$ cat src/sv/sawr_pkg.sv
// ----------------------------------------------------------------------------
// sawr_pkg: shared types and constants of the stop-and-wait ARQ receiver.
// Holds the byte width, the sequence bias and the field codes used by the
// receiver and its payload memory.
// ----------------------------------------------------------------------------
package sawr_pkg;

    // Width of one packet byte.
    localparam int BYTE_W = 8;

    // Default packet length in bytes, including the three trailer bytes.
    localparam int PACKET_BYTES_DEF = 16;

    // Number of trailer bytes: sequence, type and checksum.
    localparam int TRAILER_BYTES = 3;

    // Bias applied to sequence numbers on the wire.
    localparam logic [BYTE_W-1:0] SEQ_BIAS = 8'h80;

    // Reset value of the acknowledgement type register.
    localparam logic [BYTE_W-1:0] ACK_TYPE_RESET = 8'h01;

    // Input transaction kinds.
    typedef enum logic {
        MODE_BYTE  = 1'b0,
        MODE_CLEAR = 1'b1
    } mode_t;

    // Result kinds.
    typedef enum logic {
        KIND_PAYLOAD = 1'b0,
        KIND_ACK     = 1'b1
    } kind_t;

    // Packet verdicts carried by an acknowledgement.
    typedef enum logic [1:0] {
        VERDICT_ACCEPTED = 2'd0,
        VERDICT_CORRUPT  = 2'd1,
        VERDICT_BAD_SEQ  = 2'd2
    } verdict_t;

endpackage

$ cat src/sv/sawr_payload_ram.sv
// ----------------------------------------------------------------------------
// sawr_payload_ram: payload byte store of the receiver.
// One write port and one read port; read data is registered, so it appears
// in the cycle after the read is issued.
// ----------------------------------------------------------------------------
module sawr_payload_ram
    import sawr_pkg::*;
#(
    parameter int DEPTH  = PACKET_BYTES_DEF - TRAILER_BYTES,
    parameter int ADDR_W = (DEPTH > 1) ? $clog2(DEPTH) : 1
) (
    input  logic              aclk,
    input  logic              wr_en,
    input  logic [ADDR_W-1:0] wr_addr,
    input  logic [BYTE_W-1:0] wr_data,
    input  logic              rd_en,
    input  logic [ADDR_W-1:0] rd_addr,
    output logic [BYTE_W-1:0] rd_data
);

    logic [BYTE_W-1:0] mem [DEPTH];
    logic [BYTE_W-1:0] rd_data_reg;

    // Write port.
    always_ff @(posedge aclk) begin
        if (wr_en) begin
            mem[wr_addr] <= wr_data;
        end
    end

    // Registered read port.
    always_ff @(posedge aclk) begin
        if (rd_en) begin
            rd_data_reg <= mem[rd_addr];
        end
    end

    assign rd_data = rd_data_reg;

endmodule

$ cat src/sv/stop_and_wait_arq_receiver.sv
// ----------------------------------------------------------------------------
// stop_and_wait_arq_receiver: receiver side of a stop-and-wait ARQ link.
// Packets of PACKET_BYTES bytes arrive one byte per transaction: payload, then
// a sequence byte, a type byte and a checksum byte. Payload bytes are written
// into a small synchronous memory. The checksum byte closes the packet: if the
// checksum is the NOT of the byte sum and the unbiased sequence number is one
// more than the last accepted one, the payload is read back from memory and
// delivered up to the first zero byte, each byte by a read issue followed by
// the registered read data, and the sequence counter advances. Every packet
// then ends with one acknowledgement transaction with m_tlast high. After the
// input bytes of a packet comes a drain during which s_tready stays low; for
// an accepted packet a zero byte that ends delivery is still fetched and
// inspected. Stalls on m_tready lengthen the drain. The registered read of the
// payload store sets the drain rate. A transaction with s_tuser high clears
// the session and yields no result.
// ----------------------------------------------------------------------------
module stop_and_wait_arq_receiver
    import sawr_pkg::*;
#(
    parameter int PACKET_BYTES = PACKET_BYTES_DEF
) (
    input  logic              aclk,
    input  logic              aresetn,
    // Configuration: acknowledgement type code.
    input  logic              cfg_wr_en,
    input  logic [BYTE_W-1:0] cfg_wr_data,
    // Input stream.
    input  logic              s_tvalid,
    output logic              s_tready,
    input  logic [7:0]        s_tdata,   // [7:0] packet_byte
    input  logic              s_tuser,   // [0] mode
    // Result stream.
    output logic              m_tvalid,
    input  logic              m_tready,
    output logic [39:0]       m_tdata,   // [7:0] payload_out, [15:8] ack_seq_byte,
                                         // [23:16] ack_type_byte,
                                         // [31:24] ack_check_byte,
                                         // [33:32] verdict, [39:34] zero
    output logic              m_tuser,   // [0] result_kind
    output logic              m_tlast    // last_of_run
);

    localparam int PAYLOAD_BYTES = PACKET_BYTES - TRAILER_BYTES;
    localparam int POS_W  = $clog2(PACKET_BYTES);
    localparam int ADDR_W = (PAYLOAD_BYTES > 1) ? $clog2(PAYLOAD_BYTES) : 1;
    localparam int CNT_W  = $clog2(PAYLOAD_BYTES + 1);

    typedef enum logic [3:0] {
        ST_RECV  = 4'b0001,
        ST_FETCH = 4'b0010,
        ST_PAY   = 4'b0100,
        ST_ACK   = 4'b1000
    } state_t;

    state_t            state_reg, state_next;
    logic [POS_W-1:0]  pos_reg, pos_next;
    logic [BYTE_W-1:0] sum_reg, sum_next;
    logic [BYTE_W-1:0] rseq_reg, rseq_next;
    logic [BYTE_W-1:0] last_seq_reg, last_seq_next;
    verdict_t          verdict_reg, verdict_next;
    logic [CNT_W-1:0]  idx_reg, idx_next;
    logic [BYTE_W-1:0] ack_type_reg;

    logic              out_valid_reg, out_valid_next;
    kind_t             out_kind_reg, out_kind_next;
    logic [BYTE_W-1:0] out_pay_reg, out_pay_next;
    logic [BYTE_W-1:0] out_seq_reg, out_seq_next;
    logic [BYTE_W-1:0] out_type_reg, out_type_next;
    logic [BYTE_W-1:0] out_chk_reg, out_chk_next;
    verdict_t          out_verd_reg, out_verd_next;
    logic              out_last_reg, out_last_next;

    logic              in_fire;
    logic              out_free;
    logic              mem_wr_en;
    logic [ADDR_W-1:0] mem_wr_addr;
    logic              mem_rd_en;
    logic [BYTE_W-1:0] mem_rd_data;
    logic [BYTE_W-1:0] ack_seq;
    logic [BYTE_W-1:0] want_seq;

    assign s_tready = (state_reg == ST_RECV);
    assign in_fire  = s_tvalid && s_tready;
    assign out_free = !out_valid_reg || m_tready;
    assign want_seq = last_seq_reg + 8'd1;
    assign ack_seq  = last_seq_reg ^ SEQ_BIAS;

    // Payload memory: written while a packet streams in, read while it drains,
    // so the two ports never touch the same entry in the same cycle.
    assign mem_wr_en   = in_fire && (s_tuser == MODE_BYTE)
                         && (pos_reg < POS_W'(PAYLOAD_BYTES));
    assign mem_wr_addr = pos_reg[ADDR_W-1:0];
    assign mem_rd_en   = (state_reg == ST_FETCH) && (idx_reg != CNT_W'(PAYLOAD_BYTES));

    sawr_payload_ram #(
        .DEPTH  (PAYLOAD_BYTES),
        .ADDR_W (ADDR_W)
    ) u_payload_ram (
        .aclk    (aclk),
        .wr_en   (mem_wr_en),
        .wr_addr (mem_wr_addr),
        .wr_data (s_tdata),
        .rd_en   (mem_rd_en),
        .rd_addr (idx_reg[ADDR_W-1:0]),
        .rd_data (mem_rd_data)
    );

    // Packet state machine and result register loading.
    always_comb begin
        state_next     = state_reg;
        pos_next       = pos_reg;
        sum_next       = sum_reg;
        rseq_next      = rseq_reg;
        last_seq_next  = last_seq_reg;
        verdict_next   = verdict_reg;
        idx_next       = idx_reg;
        out_valid_next = out_valid_reg && !m_tready;
        out_kind_next  = out_kind_reg;
        out_pay_next   = out_pay_reg;
        out_seq_next   = out_seq_reg;
        out_type_next  = out_type_reg;
        out_chk_next   = out_chk_reg;
        out_verd_next  = out_verd_reg;
        out_last_next  = out_last_reg;

        case (state_reg)
            ST_RECV: begin
                if (in_fire) begin
                    if (s_tuser == MODE_CLEAR) begin
                        last_seq_next = '0;
                        pos_next      = '0;
                        sum_next      = '0;
                    end else if (pos_reg != POS_W'(PACKET_BYTES - 1)) begin
                        if (pos_reg == POS_W'(PAYLOAD_BYTES)) begin
                            rseq_next = s_tdata;
                        end
                        sum_next = sum_reg + s_tdata;
                        pos_next = pos_reg + 1'b1;
                    end else begin
                        // Checksum byte: judge the packet.
                        pos_next = '0;
                        sum_next = '0;
                        idx_next = '0;
                        if (s_tdata != ~sum_reg) begin
                            verdict_next = VERDICT_CORRUPT;
                            state_next   = ST_ACK;
                        end else if ((rseq_reg ^ SEQ_BIAS) != want_seq) begin
                            verdict_next = VERDICT_BAD_SEQ;
                            state_next   = ST_ACK;
                        end else begin
                            verdict_next  = VERDICT_ACCEPTED;
                            last_seq_next = want_seq;
                            state_next    = ST_FETCH;
                        end
                    end
                end
            end
            ST_FETCH: begin
                // Issue the read of the next payload byte, or stop at the end.
                if (idx_reg == CNT_W'(PAYLOAD_BYTES)) begin
                    state_next = ST_ACK;
                end else begin
                    state_next = ST_PAY;
                end
            end
            ST_PAY: begin
                // Read data is valid; a zero byte ends delivery.
                if (mem_rd_data == '0) begin
                    state_next = ST_ACK;
                end else if (out_free) begin
                    out_valid_next = 1'b1;
                    out_kind_next  = KIND_PAYLOAD;
                    out_pay_next   = mem_rd_data;
                    out_seq_next   = '0;
                    out_type_next  = '0;
                    out_chk_next   = '0;
                    out_verd_next  = VERDICT_ACCEPTED;
                    out_last_next  = 1'b0;
                    idx_next       = idx_reg + 1'b1;
                    state_next     = ST_FETCH;
                end
            end
            ST_ACK: begin
                if (out_free) begin
                    out_valid_next = 1'b1;
                    out_kind_next  = KIND_ACK;
                    out_pay_next   = '0;
                    out_seq_next   = ack_seq;
                    out_type_next  = ack_type_reg;
                    out_chk_next   = ~(ack_seq + ack_type_reg);
                    out_verd_next  = verdict_reg;
                    out_last_next  = 1'b1;
                    state_next     = ST_RECV;
                end
            end
            default: begin
                state_next = ST_RECV;
            end
        endcase
    end

    // Control state.
    always_ff @(posedge aclk) begin
        if (!aresetn) begin
            state_reg     <= ST_RECV;
            pos_reg       <= '0;
            sum_reg       <= '0;
            rseq_reg      <= '0;
            last_seq_reg  <= '0;
            verdict_reg   <= VERDICT_ACCEPTED;
            idx_reg       <= '0;
            out_valid_reg <= 1'b0;
        end else begin
            state_reg     <= state_next;
            pos_reg       <= pos_next;
            sum_reg       <= sum_next;
            rseq_reg      <= rseq_next;
            last_seq_reg  <= last_seq_next;
            verdict_reg   <= verdict_next;
            idx_reg       <= idx_next;
            out_valid_reg <= out_valid_next;
        end
    end

    // Configuration register.
    always_ff @(posedge aclk) begin
        if (!aresetn) begin
            ack_type_reg <= ACK_TYPE_RESET;
        end else if (cfg_wr_en) begin
            ack_type_reg <= cfg_wr_data;
        end
    end

    // Result payload register.
    always_ff @(posedge aclk) begin
        out_kind_reg <= out_kind_next;
        out_pay_reg  <= out_pay_next;
        out_seq_reg  <= out_seq_next;
        out_type_reg <= out_type_next;
        out_chk_reg  <= out_chk_next;
        out_verd_reg <= out_verd_next;
        out_last_reg <= out_last_next;
    end

    // Result stream outputs.
    assign m_tvalid = out_valid_reg;
    assign m_tdata  = {6'b0, out_verd_reg, out_chk_reg, out_type_reg,
                       out_seq_reg, out_pay_reg};
    assign m_tuser  = out_kind_reg;
    assign m_tlast  = out_last_reg;

endmodule

$ cat config.mk
export PLATFORM = sky130hd
export DESIGN_NAME = stop_and_wait_arq_receiver
export DESIGN_NICKNAME = d
export VERILOG_FILES = /design/src/sv/sawr_pkg.sv /design/src/sv/sawr_payload_ram.sv /design/src/sv/stop_and_wait_arq_receiver.sv
export SDC_FILE = /design/constraint.sdc
export NUM_CORES = 1
export LEC_CHECK = 0
export ABC_AREA = 1
export BUFFER_PORTS_ARGS = -buffer_cell sky130_fd_sc_hd__buf_4
export CAP_MARGIN = 20
export CORE_UTILIZATION = 32
export DETAILED_ROUTE_END_ITERATION = 8
export PLACE_DENSITY = 0.59
export SETUP_SLACK_MARGIN = 0.1
export SLEW_MARGIN = 10
export SYNTH_ARGS = -nofsm -noshare
export SYNTH_HDL_FRONTEND = slang
export SYNTH_SLANG_ARGS = --single-unit
$ cat constraint.sdc
create_clock -name aclk -period 6.54 [get_ports aclk]
set_input_delay 0.654 -clock aclk [delete_from_list [all_inputs] [get_ports aclk]]
set_output_delay 0.654 -clock aclk [all_outputs]
set_load 0.05 [all_outputs]
Word level (Yosys, flattened, before mapping) --
Memory sizes are Yosys's and may differ from the RTL's. A register that Yosys moved wholly into a read port is not among the register bits. Cells that the tools add are included.
Word-level totals: input bits 22, memories kept 1, output and inout bits 44, RAM bits 104, register bits after elaboration 82, word-level logic and storage cells 116
Operators by class: reduce and logical (&&, ||, !) cells 18, muxes and demuxes 50, add/sub/neg operators 5, $lt $le $gt $ge 1, equal/unequal tests 20, bitwise gates (word level) 6
Memory list:
- u_payload_ram.mem | depth 13, width 8, read ports 1, clocked after Yosys merged registers in 1, wr ports 1, RTL line sawr_payload_ram.sv:21 | logic [BYTE_W-1:0] mem [DEPTH];
Operators by type and width (number):
- 2-to-1 mux 8 bit | 13
- 2-to-1 mux 4 bit | 16
- one-hot mux 8 bit (2 select lines) | 4
- adder 8 bit | 2
- inequality test 2 bit (second input constant) | 8
- inequality test 8 bit | 2
- inverter 8 bit | 2
- one-hot mux 4 bit (4 select lines) | 1
- AND reduction 5 bit | 3
- == test 4 bit (second input constant) | 3
- 2-to-1 mux 2 bit | 5
- adder 4 x 1 -> 4 bit (second input constant) | 2
- adder 8 x 1 -> 8 bit (second input constant) | 1
- zero test 8 bit | 1
- inequality test 4 bit (second input constant) | 2
- one-hot mux 4 bit (2 select lines) | 1
- AND reduction 4 bit | 2
- 2-to-1 mux 1 bit | 7
- AND reduction 6 bit | 1
- logical AND 1 bit | 5
- == test 4 x 1 -> 1 bit (second input constant) | 1
- == test 4 x 2 -> 1 bit (second input constant) | 1
- == test 4 x 3 -> 1 bit (second input constant) | 1
- less-than comparator 4 bit (second input constant) | 1
- other kinds (9) | 15

Depth between registers and ports, before layout --
word-level depth 8, gate-level depth with buffers 14, mapped depth without buffers 14

By module --
A second synthesis with hierarchy kept.
Second synthesis, totals: cells, all modules 929, area, all modules 8893.5 sq um
By module, submodules not included:
- sawr_payload_ram | sequential area each 3363.2 sq um, area each 4697.0 sq um, cells each 426, instances 1
- stop_and_wait_arq_receiver | sequential area each 1991.9 sq um, area each 4196.5 sq um, cells each 503, instances 1

Worst setup path after synthesis --
No wires, ideal clock.
path type register to register, from reg state_reg[0], to reg out_last_reg (netlist: m_tlast) (enable), library setup time 480 ps, clock period less this slack 4105 ps, path slack 2435 ps, required time 6060 ps, cell stages (with the launch flop) 6, arrival time 3624 ps, path buffers 0, cell sequence dfxtp_1 > nor2_1 > inv_1 > nor3_1 > clkinv_1 > a211oi_1
On the way: longest elaborated chain between the ends 3, elaborated cells between the ends (all ways) 7, those cells by class 5 x eq/ne; 2 x reduce/logical
Ends and longest elaborated chain:
- from (decl) | RTL line stop_and_wait_arq_receiver.sv:55 | state_t state_reg, state_next;
- from (signal assigned) | RTL line stop_and_wait_arq_receiver.sv:214 | state_reg <= state_next;
- == test 4 x 3 -> 1 bit or == test 4 bit (tied branches) | RTL line stop_and_wait_arq_receiver.sv:126 | case (state_reg)
- inequality test 2 bit (no line) or nonzero test 2 bit (tied branches)
- AND reduction 4 bit (no line) (*)
- to (signal assigned) | RTL line stop_and_wait_arq_receiver.sv:242 | out_last_reg <= out_last_next;
- to (decl) | RTL line stop_and_wait_arq_receiver.sv:71 | logic out_last_reg, out_last_next;
Mark *: on every way between the ends. The rest lies on a longest branch, timed or not. A chain may end at the register's enable or synchronous reset.

Worst setup path in the final report --
Ends and elaborated chain as after synthesis.

==> results.cfg <==
[status]
status = complete, but fails checks
violations = DRC

[cells_and_area]
layout.nets = 927
multiInputGateArea_um2 = 2840
largest-register = u_payload_ram.mem
layoutNonFillerInstCount = 1229
n_antenna_cell = 0
area_delta_synth_final_pct = 15.7
final_area_um2 = 9990
drive_gt1_share_pct = 15.8
nFillCells = 2583
largest_reg_flops = 104
regArea_um2 = 5360

[global_routing]
grt.met3_usage_pct = 3.00
grt_pass1_vias = 5734
grt_util_met2_pct = 22.5
use_met1_pct = 20.8
antenna_found_initial = 0
grt_start_max_net_pins = 54
grt_pass1_wl_um = 31300
busiest_layer = met2
track_usage_pct = 14.6
globalRoute.totalOverflow = 0

[power]
ir_drop_uv = 124
p_int_mw = 1.90
clkPwrFrac_pct = 40.6
finalPower_mw = 2.48
pwr-share-seq_pct = 54.0
power_frac_comb_pct = 5.4
power.switching_uw = 583
power_density_nw_per_um2 = 248
p_leak_nw = 3.65
swShare_pct = 23.5

[critical_path]
critPathMaxFanout = 35
worst_path_largest_cell_delay_ps = 870
reg2reg_slack_ps = 3370
critical-path-top-delay-family = buffers and inverters
ff2ff_path_depth = 6
crit_start = state_reg[0]
cp-end-kind = register
crit_path_top_delay_cell = clkinv_1
r2r_start = state_reg[0]
crit_end = m_tlast
path_depth = 6
critPathLaunchType = register
crit_arrival_ps = 3240
worstSetupPathType = reg2reg
crit_required_ps = 6610
cp_cell_sequence = nor2_1, inv_1, nor3_2, clkinv_1, a211oi_4, buf_4
critical_path_buf_inv_count = 3
reg2reg_to = m_tlast

[clock_tree]
h-tree-depth = 4
clk_latency_ps = 450
hold_buffers = 0
cts_tree = built
cts.path.max_buffers = 2
cts_resized = 0
root_buffer = clkbuf_16
clk_pin_slew_ps = 80
cts_made_buffers = 17
postCtsSetupBuffers = 0
clock_sinks = 194

[synth]
synthSimpleGateAreaFrac_pct = 15.7
synth.most_common_cell = edfxtp_1
synth_top_area_share_pct = 51.1
synth_edf_count = 147
synth_warnings = 0
synthAdderAreaFrac_pct = 3.65
synth_largest_area_cell = edfxtp_1
netlist_top_cells_count = edfxtp_1 (147), nor2_1 (125), nand2_1 (92)
synth_compound_area_share_pct = 12.5
muxShareOfSynthArea_pct = 0
yosys.cell_types.count = 45
async_reset_ff_share_pct = 0
synth_seq_cells = 194
ys.flop_type = edfxtp_1
syn_area_um2 = 8640
syn_inst = 826
synth_seq_area_share_pct = 62.0
ys_top_cells_by_area = edfxtp_1 (51%), dfxtp_1 (11%), nor2_1 (5.4%)
synth-xor-area-share_pct = 0.608
synth_top_family_by_area = simple AND/OR/NAND/NOR gates
avgSynthCellArea_um2 = 10.5

[sta]
holdWs_ps = 421
setup_tns_ps = 0
slew_headroom_pct = 29.7
fmax_ghz = 0.316
report.final.setup_viol = 0
hold_viol_final = 0
tightest_slew_ps = 1050
fin_worst_skew_ps = 29.9
rsz0062_at_grt = false
timing.final.crit_share_pct = 48.5
fin_crit_ps = 3170
maxSlewViolCount = 0

[floorplan]
die_w_um = 166
die-area_um2 = 27700
row_count = 59
fp.dieH_um = 166
core_um2 = 26300
io_pins = 66
initial_core_util_pct = 32.9

[detailed_routing]
route.detailed.drc = 9
firstDrtPassIters = 8
vias_per_cell = 4.92
wire_per_inst_um = 16.1
ant_nets = 0
dr.first_iter.drc_count = 520
via_count = 6046
drt-total-wl_um = 19800

[place]
io_buffer_count = 59
dp_hpwl_um = 13200
dp.cells = 1193
routabilityCongestion = 0.815
dpl-instance-area_um2 = 9400

[min_path]
hp-class = in2reg

[flow_run]
cap_violations = 0
## metal layers
layer	routed length, um	vias up
met3	1180	8
met1	9580	2879
met2	8890	185
li1	-	2974
met4	131	0
met5	0	-
## layout by cell type, fill, tap and decap left out, types with 6 or more instances in the layout
cell type,count
a21oi_1,46
o22ai_1,18
nand2_1,92
inv_1,73
o211ai_1,6
nor2_1,125
inv_2,6
clkbuf_16,17
nand3_1,35
o221ai_1,8
conb_1,6
edfxtp_1,147
buf_4,63
nor2_4,7
ha_1,22
nor3_1,11
dfxtp_1,47
o21ai_0,91
## power by group through the flow
stage / combinational (mW) / clock [mW] / sequential, mW
6_report: 0.133 / 1.01 / 1.34
5_1_grt: 0.147 / 1.07 / 1.34
4_1_cts: 0.134 / 1.03 / 1.34
3_5_place_dp: 0.133 / 0 / 1.37
3_3_place_gp: 0.131 / 0 / 1.37
2_1_floorplan: 0.0811 / 0 / 1.37
## metrics by stage
stage	setup slack [ps]	utilization (%)
finish	3370	38.0
global route	3040	38.0
CTS	2780	37.9
detailed placement	2800	35.8
global placement	2930	35.7
floorplan	2440	-
## cells by family (layout without fill, tap and decap cells)
kind of cell	count (synthesis)	after routing
other	1	6
buffers and inverters	117	180
AO/OA/AOI/OAI	188	188
XOR/XNOR	6	6
adder cells (fa/ha/maj)	24	24
flip-flops	194	194
AND/OR/NAND/NOR	296	296
## worst min-delay path by stage
stage | from | end | slack (ps) | cells past startpoint
2_1_floorplan | sum_reg[0] | sum_reg[0] | 450 | 2
3_3_place_gp | sum_reg[3] | sum_reg[3] | 460 | 2
3_5_place_dp | sum_reg[5] | sum_reg[5] | 460 | 2
4_1_cts | cfg_wr_en | ack_type_reg[0] | 410 | 2
5_1_grt | cfg_wr_en | ack_type_reg[0] | 410 | 2
6_report | cfg_wr_en | ack_type_reg[0] | 420 | 2
## layout make-up
| class | count | area share (%) |
|---|---|---|
| Sequential cell | 194 | 53.6 |
| Multi-Input combinational cell | 520 | 28.5 |
| Timing Repair Buffer | 68 | 5.08 |
| Clock buffer | 21 | 4.71 |
| Tap cell | 335 | 4.19 |
| Inverter | 80 | 3.00 |
| Clock inverter | 11 | 0.976 |
No activity file was read; power rests on OpenSTA's default activity.
